$ cat src/rtl/rss_pkg.sv
// Shared types and constants for the ring sequence store.
// Used by rss_rem, rss_engine and ring_sequence_store; no dependencies.
package rss_pkg;

    // Capacity of the entry store and derived widths
    localparam int DEPTH     = 64;
    localparam int AW        = $clog2(DEPTH);
    localparam int CW        = $clog2(DEPTH + 1);

    // Field widths fixed by the command format
    localparam int KIND_W    = 2;
    localparam int VALUE_W   = 32;
    localparam int COUNT_W   = 7;
    localparam int SHIFT_W   = 32;
    localparam int XW        = COUNT_W + 1;
    localparam int IN_DATA_W = ((VALUE_W + COUNT_W + SHIFT_W + 7) / 8) * 8;

    // Remainder unit: one quotient bit per cycle
    localparam int REM_STEPS = SHIFT_W;
    localparam int STEP_W    = $clog2(REM_STEPS);

    typedef enum logic [KIND_W-1:0] {
        KIND_INSERT = 2'd0,
        KIND_ERASE  = 2'd1,
        KIND_MOVE   = 2'd2,
        KIND_SHOW   = 2'd3
    } rss_kind_t;

    typedef struct packed {
        rss_kind_t                  kind;
        logic signed [VALUE_W-1:0]  value;
        logic [COUNT_W-1:0]         count;
        logic signed [SHIFT_W-1:0]  shift;
    } rss_cmd_t;

    typedef struct packed {
        logic                       valid;
        logic signed [VALUE_W-1:0]  value;
        logic                       last;
        logic                       status;
    } rss_emit_t;

    typedef struct packed {
        logic                       start;
        logic [SHIFT_W-1:0]         dividend;
        logic [CW-1:0]              divisor;
    } rss_div_req_t;

    typedef struct packed {
        logic                       done;
        logic [CW-1:0]              rem;
    } rss_div_rsp_t;

    typedef struct packed {
        logic                       idle;
        logic [CW-1:0]              count;
    } rss_stat_t;

endpackage

$ cat src/rtl/rss_rem.sv
// Iterative remainder unit: 32-bit dividend modulo the entry count.
// Restoring scheme, one bit per cycle. Depends on rss_pkg.
module rss_rem (
    input  logic                  clk,
    input  logic                  rst_n,
    input  rss_pkg::rss_div_req_t req,
    output rss_pkg::rss_div_rsp_t rsp
);

    logic                              busy_reg, busy_next;
    logic                              done_reg, done_next;
    logic [rss_pkg::STEP_W-1:0]        step_reg, step_next;
    logic [rss_pkg::SHIFT_W-1:0]       quo_reg, quo_next;
    logic [rss_pkg::CW-1:0]            rem_reg, rem_next;
    logic [rss_pkg::CW-1:0]            div_reg, div_next;
    logic [rss_pkg::CW:0]              trial;

    // On start load the operands, else shift in the next dividend bit and subtract if it fits
    always_comb
    begin
        trial     = {rem_reg, quo_reg[rss_pkg::SHIFT_W-1]};
        busy_next = busy_reg;
        done_next = 1'b0;
        step_next = step_reg;
        quo_next  = quo_reg;
        rem_next  = rem_reg;
        div_next  = div_reg;
        if (req.start)
        begin
            busy_next = 1'b1;
            quo_next  = req.dividend;
            rem_next  = '0;
            div_next  = req.divisor;
            step_next = rss_pkg::STEP_W'(rss_pkg::REM_STEPS - 1);
        end
        else if (busy_reg)
        begin
            if (trial >= {1'b0, div_reg})
                rem_next = rss_pkg::CW'(trial - {1'b0, div_reg});
            else
                rem_next = rss_pkg::CW'(trial);
            quo_next = quo_reg << 1;
            if (step_reg == '0)
            begin
                busy_next = 1'b0;
                done_next = 1'b1;
            end
            else
            begin
                step_next = step_reg - 1'b1;
            end
        end
    end

    // Control state
    always_ff @(posedge clk or negedge rst_n)
    begin
        if (!rst_n)
        begin
            busy_reg <= 1'b0;
            done_reg <= 1'b0;
            step_reg <= '0;
        end
        else
        begin
            busy_reg <= busy_next;
            done_reg <= done_next;
            step_reg <= step_next;
        end
    end

    // Datapath
    always_ff @(posedge clk)
    begin
        quo_reg <= quo_next;
        rem_reg <= rem_next;
        div_reg <= div_next;
    end

    assign rsp.done = done_reg;
    assign rsp.rem  = rem_reg;

endmodule

$ cat src/rtl/rss_engine.sv
// Command sequencer around the entry memory: shifts entries for insert and
// erase, moves the head for move, walks the ring for show. Depends on rss_pkg and rss_rem.
module rss_engine (
    input  logic                          clk,
    input  logic                          rst_n,
    input  logic                          cmd_valid,
    output logic                          cmd_ready,
    input  rss_pkg::rss_cmd_t             cmd,
    input  logic                          cfg_valid,
    output logic                          cfg_ready,
    input  logic [rss_pkg::VALUE_W-1:0]   cfg_data,
    input  logic                          out_free,
    output rss_pkg::rss_emit_t            emit,
    output rss_pkg::rss_stat_t            stat
);

    typedef enum logic [7:0] {
        ST_IDLE      = 8'b0000_0001,
        ST_COPY      = 8'b0000_0010,
        ST_DRAIN     = 8'b0000_0100,
        ST_FILL      = 8'b0000_1000,
        ST_DIV       = 8'b0001_0000,
        ST_SHOW_RD   = 8'b0010_0000,
        ST_SHOW_WAIT = 8'b0100_0000,
        ST_FINISH    = 8'b1000_0000
    } rss_state_t;

    localparam int AW = rss_pkg::AW;
    localparam int CW = rss_pkg::CW;
    localparam int XW = rss_pkg::XW;
    localparam int VW = rss_pkg::VALUE_W;

    rss_state_t           state_reg, state_next;
    logic [CW-1:0]        count_reg, count_next;
    logic [AW-1:0]        head_reg, head_next;
    logic [AW-1:0]        ptr_reg, ptr_next;
    logic [AW-1:0]        end_reg, end_next;
    logic [AW-1:0]        dist_reg, dist_next;
    logic [CW-1:0]        left_reg, left_next;
    logic                 up_reg, up_next;
    logic                 ins_reg, ins_next;
    logic                 st_reg, st_next;
    logic                 neg_reg, neg_next;
    logic                 pend_reg, pend_next;
    logic [AW-1:0]        pend_addr_reg, pend_addr_next;
    logic [VW-1:0]        value_reg, value_next;
    logic                 zero_valid_reg;
    logic                 rd_zero_reg;

    // Entry memory, one write and one registered read port
    logic [VW-1:0]        mem [rss_pkg::DEPTH];
    logic [VW-1:0]        rd_q_reg;
    logic                 rd_en;
    logic [AW-1:0]        raddr;
    logic                 we;
    logic [AW-1:0]        waddr;
    logic [VW-1:0]        wdata;
    logic [VW-1:0]        rd_data;

    // Command decode arithmetic
    logic [XW-1:0]        n_x, h_x, cnt_x, room_x, most_x;
    logic                 ins_clip, era_clip, era_wrap;
    logic [XW-1:0]        ins_c, era_c, era_w, era_lo;
    logic [XW-1:0]        mv_raw, mv_r, mv_sum, mv_head;

    rss_pkg::rss_div_req_t div_req;
    rss_pkg::rss_div_rsp_t div_rsp;

    rss_rem u_rem (
        .clk   (clk),
        .rst_n (rst_n),
        .req   (div_req),
        .rsp   (div_rsp)
    );

    // Clip / clamp of the requested count
    assign n_x      = XW'(count_reg);
    assign h_x      = XW'(head_reg);
    assign cnt_x    = XW'(cmd.count);
    assign room_x   = XW'(rss_pkg::DEPTH) - n_x;
    assign most_x   = n_x - 1'b1;
    assign ins_clip = cnt_x > room_x;
    assign ins_c    = ins_clip ? room_x : cnt_x;
    assign era_clip = cnt_x > most_x;
    assign era_c    = era_clip ? most_x : cnt_x;
    assign era_wrap = (h_x + era_c) > most_x;
    assign era_w    = h_x + era_c - most_x;
    assign era_lo   = h_x + 1'b1 + era_c;

    // New head after a rotation: remainder folded for negative shifts
    assign mv_raw   = XW'(div_rsp.rem);
    assign mv_r     = (neg_reg && (mv_raw != '0)) ? (n_x - mv_raw) : mv_raw;
    assign mv_sum   = h_x + mv_r;
    assign mv_head  = (mv_sum >= n_x) ? (mv_sum - n_x) : mv_sum;

    // Slot zero reads as zero until first written after reset
    assign rd_data  = rd_zero_reg ? '0 : rd_q_reg;

    // Sequencer
    always_comb
    begin
        state_next     = state_reg;
        count_next     = count_reg;
        head_next      = head_reg;
        ptr_next       = ptr_reg;
        end_next       = end_reg;
        dist_next      = dist_reg;
        left_next      = left_reg;
        up_next        = up_reg;
        ins_next       = ins_reg;
        st_next        = st_reg;
        neg_next       = neg_reg;
        value_next     = value_reg;
        pend_next      = 1'b0;
        pend_addr_next = pend_addr_reg;
        rd_en          = 1'b0;
        raddr          = ptr_reg;
        we             = 1'b0;
        waddr          = pend_addr_reg;
        wdata          = rd_data;
        div_req        = '0;
        emit           = '0;

        // Write back the entry read in the previous cycle
        if (pend_reg)
            we = 1'b1;

        unique case (state_reg)
            ST_IDLE:
            begin
                if (cfg_valid)
                begin
                    we         = 1'b1;
                    waddr      = '0;
                    wdata      = cfg_data;
                    count_next = CW'(1);
                    head_next  = '0;
                end
                else if (cmd_valid)
                begin
                    value_next = cmd.value;
                    st_next    = 1'b0;
                    unique case (cmd.kind)
                        rss_pkg::KIND_INSERT:
                        begin
                            st_next  = ins_clip;
                            ins_next = 1'b1;
                            if (ins_c == '0)
                            begin
                                state_next = ST_FINISH;
                            end
                            else
                            begin
                                count_next = CW'(n_x + ins_c);
                                left_next  = CW'(ins_c);
                                up_next    = 1'b1;
                                dist_next  = AW'(ins_c);
                                end_next   = AW'(h_x + 1'b1);
                                if ((h_x + 1'b1) > most_x)
                                begin
                                    ptr_next   = AW'(h_x + 1'b1);
                                    state_next = ST_FILL;
                                end
                                else
                                begin
                                    ptr_next   = AW'(most_x);
                                    state_next = ST_COPY;
                                end
                            end
                        end
                        rss_pkg::KIND_ERASE:
                        begin
                            st_next  = era_clip;
                            ins_next = 1'b0;
                            up_next  = 1'b0;
                            if (era_c == '0)
                            begin
                                state_next = ST_FINISH;
                            end
                            else if (!era_wrap)
                            begin
                                // run after the head stays inside the block
                                count_next = CW'(n_x - era_c);
                                ptr_next   = AW'(era_lo);
                                end_next   = AW'(most_x);
                                dist_next  = AW'(era_c);
                                if (era_lo > most_x)
                                    state_next = ST_FINISH;
                                else
                                    state_next = ST_COPY;
                            end
                            else
                            begin
                                // run wraps: drop the tail, slide the front down
                                count_next = CW'(h_x + 1'b1 - era_w);
                                head_next  = AW'(h_x - era_w);
                                ptr_next   = AW'(era_w);
                                end_next   = head_reg;
                                dist_next  = AW'(era_w);
                                state_next = ST_COPY;
                            end
                        end
                        rss_pkg::KIND_MOVE:
                        begin
                            neg_next         = cmd.shift[rss_pkg::SHIFT_W-1];
                            div_req.start    = 1'b1;
                            div_req.dividend = cmd.shift[rss_pkg::SHIFT_W-1]
                                             ? (rss_pkg::SHIFT_W'(0) - cmd.shift)
                                             : cmd.shift;
                            div_req.divisor  = count_reg;
                            state_next       = ST_DIV;
                        end
                        rss_pkg::KIND_SHOW:
                        begin
                            ptr_next   = head_reg;
                            left_next  = count_reg;
                            state_next = ST_SHOW_RD;
                        end
                        default:
                        begin
                            state_next = ST_FINISH;
                        end
                    endcase
                end
            end

            // One entry moved per cycle: read here, written next cycle
            ST_COPY:
            begin
                rd_en          = 1'b1;
                raddr          = ptr_reg;
                pend_next      = 1'b1;
                pend_addr_next = up_reg ? (ptr_reg + dist_reg) : (ptr_reg - dist_reg);
                if (ptr_reg == end_reg)
                    state_next = ST_DRAIN;
                else if (up_reg)
                    ptr_next = ptr_reg - 1'b1;
                else
                    ptr_next = ptr_reg + 1'b1;
            end

            ST_DRAIN:
            begin
                if (ins_reg)
                begin
                    ptr_next   = head_reg + 1'b1;
                    state_next = ST_FILL;
                end
                else
                begin
                    state_next = ST_FINISH;
                end
            end

            // Copies of the inserted value right after the head
            ST_FILL:
            begin
                we        = 1'b1;
                waddr     = ptr_reg;
                wdata     = value_reg;
                ptr_next  = ptr_reg + 1'b1;
                left_next = left_reg - 1'b1;
                if (left_reg == CW'(1))
                    state_next = ST_FINISH;
            end

            ST_DIV:
            begin
                if (div_rsp.done)
                begin
                    head_next  = AW'(mv_head);
                    state_next = ST_FINISH;
                end
            end

            ST_SHOW_RD:
            begin
                rd_en      = 1'b1;
                raddr      = ptr_reg;
                left_next  = left_reg - 1'b1;
                ptr_next   = ((XW'(ptr_reg) + 1'b1) == n_x) ? '0 : (ptr_reg + 1'b1);
                state_next = ST_SHOW_WAIT;
            end

            ST_SHOW_WAIT:
            begin
                emit.valid  = 1'b1;
                emit.value  = rd_data;
                emit.last   = (left_reg == '0);
                emit.status = 1'b0;
                if (out_free)
                    state_next = (left_reg == '0) ? ST_IDLE : ST_SHOW_RD;
            end

            ST_FINISH:
            begin
                emit.valid  = 1'b1;
                emit.value  = '0;
                emit.last   = 1'b1;
                emit.status = st_reg;
                if (out_free)
                    state_next = ST_IDLE;
            end

            default:
            begin
                state_next = ST_IDLE;
            end
        endcase
    end

    assign cfg_ready  = (state_reg == ST_IDLE);
    assign cmd_ready  = (state_reg == ST_IDLE) && !cfg_valid;
    assign stat.idle  = (state_reg == ST_IDLE);
    assign stat.count = count_reg;

    // Control state
    always_ff @(posedge clk or negedge rst_n)
    begin
        if (!rst_n)
        begin
            state_reg      <= ST_IDLE;
            count_reg      <= CW'(1);
            head_reg       <= '0;
            pend_reg       <= 1'b0;
            zero_valid_reg <= 1'b0;
            rd_zero_reg    <= 1'b0;
        end
        else
        begin
            state_reg <= state_next;
            count_reg <= count_next;
            head_reg  <= head_next;
            pend_reg  <= pend_next;
            if (we && (waddr == '0))
                zero_valid_reg <= 1'b1;
            if (rd_en)
                rd_zero_reg <= (raddr == '0) && !zero_valid_reg;
        end
    end

    // Working registers
    always_ff @(posedge clk)
    begin
        ptr_reg       <= ptr_next;
        end_reg       <= end_next;
        dist_reg      <= dist_next;
        left_reg      <= left_next;
        up_reg        <= up_next;
        ins_reg       <= ins_next;
        st_reg        <= st_next;
        neg_reg       <= neg_next;
        pend_addr_reg <= pend_addr_next;
        value_reg     <= value_next;
    end

    // Memory write port
    always_ff @(posedge clk)
    begin
        if (we)
            mem[waddr] <= wdata;
    end

    // Memory read port
    always_ff @(posedge clk)
    begin
        if (rd_en)
            rd_q_reg <= mem[raddr];
    end

endmodule

$ cat src/rtl/ring_sequence_store.sv
// Top level of the ring sequence store: stream ports, result register.
// Depends on rss_pkg and rss_engine.
//
//  channel   | direction | fields
//  ----------+-----------+--------------------------------------------------
//  s_axis    | in        | tuser: kind; tdata: value, count, shift
//  m_axis    | out       | tdata: item_value; tlast: last_item; tuser: status
//  cfg       | in        | cfg_data: init_value (restarts the sequence)
//
// Insert shifts the entries after the head, then writes count copies; erase
// slides the remaining entries down; move runs in the bit-serial remainder
// unit; show reads and emits one entry at a time (single registered read port).
// Reset clears the control state; slot zero reads as zero until written, no
// clearing pass. A finished result waits in the output register while the
// next transaction is accepted; the engine stalls only when that register
// is still full.
module ring_sequence_store (
    input  logic                          clk,
    input  logic                          rst_n,
    input  logic                          s_axis_tvalid,
    output logic                          s_axis_tready,
    input  logic [rss_pkg::IN_DATA_W-1:0] s_axis_tdata,   // value[31:0], count[38:32], shift[70:39], zero pad
    input  logic [1:0]                    s_axis_tuser,   // kind[1:0]
    output logic                          m_axis_tvalid,
    input  logic                          m_axis_tready,
    output logic [31:0]                   m_axis_tdata,   // item_value[31:0]
    output logic                          m_axis_tlast,
    output logic [0:0]                    m_axis_tuser,   // status[0]
    input  logic                          cfg_valid,
    output logic                          cfg_ready,
    input  logic [31:0]                   cfg_data
);

    rss_pkg::rss_cmd_t  cmd;
    rss_pkg::rss_emit_t emit;
    rss_pkg::rss_stat_t stat;
    logic               out_free;
    logic               load;
    logic               out_valid_reg, out_valid_next;
    logic [31:0]        out_value_reg;
    logic               out_last_reg;
    logic               out_status_reg;

    // Unpack the incoming transaction
    assign cmd.kind  = rss_pkg::rss_kind_t'(s_axis_tuser);
    assign cmd.value = s_axis_tdata[31:0];
    assign cmd.count = s_axis_tdata[38:32];
    assign cmd.shift = s_axis_tdata[70:39];

    rss_engine u_engine (
        .clk       (clk),
        .rst_n     (rst_n),
        .cmd_valid (s_axis_tvalid),
        .cmd_ready (s_axis_tready),
        .cmd       (cmd),
        .cfg_valid (cfg_valid),
        .cfg_ready (cfg_ready),
        .cfg_data  (cfg_data),
        .out_free  (out_free),
        .emit      (emit),
        .stat      (stat)
    );

    // Output register
    assign out_free = !out_valid_reg || m_axis_tready;
    assign load     = emit.valid && out_free;

    always_comb
    begin
        out_valid_next = out_valid_reg;
        if (load)
            out_valid_next = 1'b1;
        else if (m_axis_tready)
            out_valid_next = 1'b0;
    end

    always_ff @(posedge clk or negedge rst_n)
    begin
        if (!rst_n)
            out_valid_reg <= 1'b0;
        else
            out_valid_reg <= out_valid_next;
    end

    always_ff @(posedge clk)
    begin
        if (load)
        begin
            out_value_reg  <= emit.value;
            out_last_reg   <= emit.last;
            out_status_reg <= emit.status;
        end
    end

    assign m_axis_tvalid   = out_valid_reg;
    assign m_axis_tdata    = out_value_reg;
    assign m_axis_tlast    = out_last_reg;
    assign m_axis_tuser[0] = out_status_reg;

    // Length stays between one and capacity
    a_count_range: assert property (@(posedge clk) disable iff (!rst_n)
        (stat.count != '0) && (stat.count <= rss_pkg::CW'(rss_pkg::DEPTH)))
        else $error("entry count out of range");

    // Configuration and commands never complete together
    a_cfg_cmd_excl: assert property (@(posedge clk) disable iff (!rst_n)
        !(cfg_valid && cfg_ready && s_axis_tvalid && s_axis_tready))
        else $error("config write and command accepted together");

    // A config write leaves a single entry
    a_cfg_restart: assert property (@(posedge clk) disable iff (!rst_n)
        (cfg_valid && cfg_ready) |=> (stat.count == rss_pkg::CW'(1)) && stat.idle)
        else $error("sequence not restarted by config write");

    // An accepted command occupies the engine
    a_busy_after_cmd: assert property (@(posedge clk) disable iff (!rst_n)
        (s_axis_tvalid && s_axis_tready) |=> !s_axis_tready && !stat.idle)
        else $error("engine idle right after command");

endmodule

$ cat config.mk
export PLATFORM = sky130hd
export DESIGN_NAME = ring_sequence_store
export DESIGN_NICKNAME = d
export VERILOG_FILES = /design/src/rtl/rss_pkg.sv /design/src/rtl/rss_rem.sv /design/src/rtl/rss_engine.sv /design/src/rtl/ring_sequence_store.sv
export SDC_FILE = /design/constraint.sdc
export NUM_CORES = 2
export LEC_CHECK = 0
export ABC_CLOCK_PERIOD_IN_PS = 8340
export BUFFER_PORTS_ARGS = -buffer_cell sky130_fd_sc_hd__buf_4
export CORE_ASPECT_RATIO = 1.75
export CORE_MARGIN = 3
export CORE_UTILIZATION = 51
export CTS_CLUSTER_SIZE = 16
export DETAILED_ROUTE_END_ITERATION = 6
export PLACE_DENSITY = 0.69
export SYNTH_ARGS = -nofsm -noshare
export SYNTH_HDL_FRONTEND = slang
export SYNTH_SLANG_ARGS = --single-unit
$ cat constraint.sdc
create_clock -name clk -period 8.34 [get_ports clk]
set_input_delay 0.417 -clock clk [delete_from_list [all_inputs] [get_ports clk]]
set_output_delay 0.417 -clock clk [all_outputs]
set_load 0.02 [all_outputs]
==> metrics.yaml <==
syn_avg_cell_area_um2: 20.2
clkLatencyLatePin_ns: 0.85
p_int_w: 0.0293
layout_common_cells: "2220 x edfxtp_1, 672 x mux4_2, 286 x buf_4"
ff2ff_setup_slack_ns: 0.58
fin_skew_ns: 0.0562
seq_power_share: 0.379
async_flop_share: 0.0142
crit_end: "u_engine.state_reg[7]"
setup_violations: 0
antenna_left: 0
syn_inst: 4590
arrival_ns: 8.48
drt-total-wl_um: 229000
cts_tree: "done"
slew_viol_final: 0
syn2layout_area_growth_pct: 12.9
grt_pass1_vias: 48400
max_freq_ghz: 0.129
drive_gt1_frac: 0.270
yosys_most_used_dff: "edfxtp_1"
die_y_um: 570
fin_crit_sh: 0.930
first_iter_violations: 4371
hold_viol: 0
coreArea_um2: 180000
synth-seq-cells: 2259
ys_types: 78
yosysSeqAreaShare: 0.728
drt-vias-per-instance: 6.26
syn_area_um2: 92900
ctsHtreeMaxLevel: 4
rr_worst_depth: 27
gp_congestion: 0.938
p_comb_frac: 0.434
grt_usage: 0.246
cp-start-kind: "register"
firstDrtPassIters: 5
p_leak_nw: 33.9
synth_edf_count: 2220
syn-num-nets: 4832
dieArea_um2: 187000
cts_made_buffers: 193
top_level_ports: 148
design_area_um2: 105000
placed_area_um2: 98300
num_vias: 46700
r2r_start: "u_engine.count_reg[2]"
nets: 5164
end_kind: "register"
fin_ws_ns: 0.585
cts_setup_buffers: 0
cts.clk_slew.worst_paths_ns: 0.08
hold_buffers: 64
r2r_end: "u_engine.state_reg[7]"
dp_hpwl_um: 139000
yosysWarnings: 0
slew_headroom: 0.169
cp_max_fo: 18
critPathLaunch: "u_engine.count_reg[2]"
antenna_found_initial: 8
pre_cts_slack_ns: 0.725
switching_share: 0.365
pwr-share-clk: 0.187
yosys.area.top_type: "edfxtp_1"
required_ns: 9.06
fin_setup_tns_ns: 0
peakVddDrop_uv: 437
placementRows: 206
top_register: "u_engine.mem"
fin_crit_ns: 7.76
clock_sinks: 2259
cts_buffer_depth: 4
rsz0062_at_grt: "no"
die_x_um: 329
portBuffers: 146
p_per_area_nw_per_um2: 440
tightest_slew_ns: 1.25
crit_type: "reg -> reg"
grt_pass1_wl_um: 334000
final_common_cell: "edfxtp_1"
initial_core_util: 0.515
largest_register_ffs: 2048
drv_cap: 0
wl_per_cell_um: 30.7
status: "completed"
grt_max_degree: 145
ctsResizeCount: 0
netlist.area_leader.share: 0.718
hp-class: "in -> reg"
ctsRootBufferMaster: "clkbuf_16"
grt_overflow_total: 0
synth.area.top_cells: "edfxtp_1 72%, mux4_2 16%, ha_1 1.6%, o21ai_0 0.97%, nor2_1 0.82%"
drc: 0
switching_power_w: 0.0168
## Yosys cell counts, drive strengths merged (40+ instances only)
master,number
nand2,170
ha,119
nor2,202
inv,97
xor2,66
edfxtp,2220
clkbuf,158
a21oi,83
buf,65
mux4,672
xnor2,62
nand2b,55
o21ai,182
a22oi,40
## per-stage QoR
step | cells | total power [W] | hold WS, ns | util
4_1_cts | 7454 | 0.0464 | 0.0208 | 0.581
3_5_place_dp | 7055 | 0.0377 | 0.423 | 0.545
3_3_place_gp | 7055 | 0.0373 | 0.410 | 0.545
2_1_floorplan | 4590 | 0.0311 | 0.121 | -
5_1_grt | 7458 | 0.0483 | 0.0862 | 0.581
6_report | 7458 | 0.0462 | 0.105 | 0.581
## kinds of logic after synthesis
kind of cell             Yosys count  synth area share
flip-flops                      2259             0.728
XOR/XNOR                         130            0.0126
multiplexers                     712             0.167
adder cells (fa/ha/maj)          131            0.0186
AO/OA/AOI/OAI                    475            0.0323
AND/OR/NAND/NOR                  561            0.0279
buffers and inverters            322            0.0131
## critical path, cell delays in order, from the launching register on
cell	delay (ns)
dfrtp_1	0.58
nor3_1	0.58
xnor2_1	0.24
inv_1	0.30
ha_1	0.41
o21a_1	0.15
o221ai_1	0.16
a21oi_2	0.47
mux2i_1	0.56
ha_1	0.30
inv_1	0.07
fa_1	0.43
nor2b_1	0.13
o21ai_0	0.08
nand2b_1	0.11
a21o_1	0.12
a21oi_1	0.07
xor2_1	0.15
ha_1	0.36
a21o_1	0.17
a21oi_1	0.19
o31a_1	0.35
nor2_1	0.08
buf_4	0.22
o31ai_1	0.79
buf_4	0.24
a41oi_1	0.14
o21ai_0	0.21
## how the worst min path moves through the flow
stage                           from  cells after the start                    endpoint  slack [ns]
floorplan                      rst_n                      0               m_axis_tvalid        0.12
global placement               rst_n                      1     u_engine.u_rem.busy_reg        0.41
detailed placement             rst_n                      1  u_engine.u_rem.step_reg[0]        0.42
CTS                 s_axis_tdata[67]                      3  u_engine.u_rem.quo_reg[28]        0.02
global route        s_axis_tdata[67]                      3  u_engine.u_rem.quo_reg[28]        0.09
finish              s_axis_tdata[68]                      4  u_engine.u_rem.quo_reg[31]        0.10
## area by class of cell
cell class	count	area, um2
multi-input cells	2009	24900
well taps	2392	2990
repair buffers	360	2990
inverters	99	372
diodes	4	10.0
flip-flops and latches	2259	67600
clock inverters	100	837
fillers	12900	75600
clock buffers	235	5060
## power groups by stage
stage / Combinational (W) / Clock, W / Sequential (W)
4_1_cts: 0.0201 / 0.00881 / 0.0175
3_5_place_dp: 0.0200 / 0 / 0.0177
6_report: 0.0200 / 0.00864 / 0.0175
2_1_floorplan: 0.0130 / 0 / 0.0181
3_3_place_gp: 0.0196 / 0 / 0.0177
5_1_grt: 0.0215 / 0.00921 / 0.0175
## routing by layer
metal,routed length [um],GRT usage
met5,27,0
met4,8210,0.0830
met3,13900,0.0290
met2,123000,0.443
met1,83900,0.310
No activity file was read; power rests on OpenSTA's default activity.
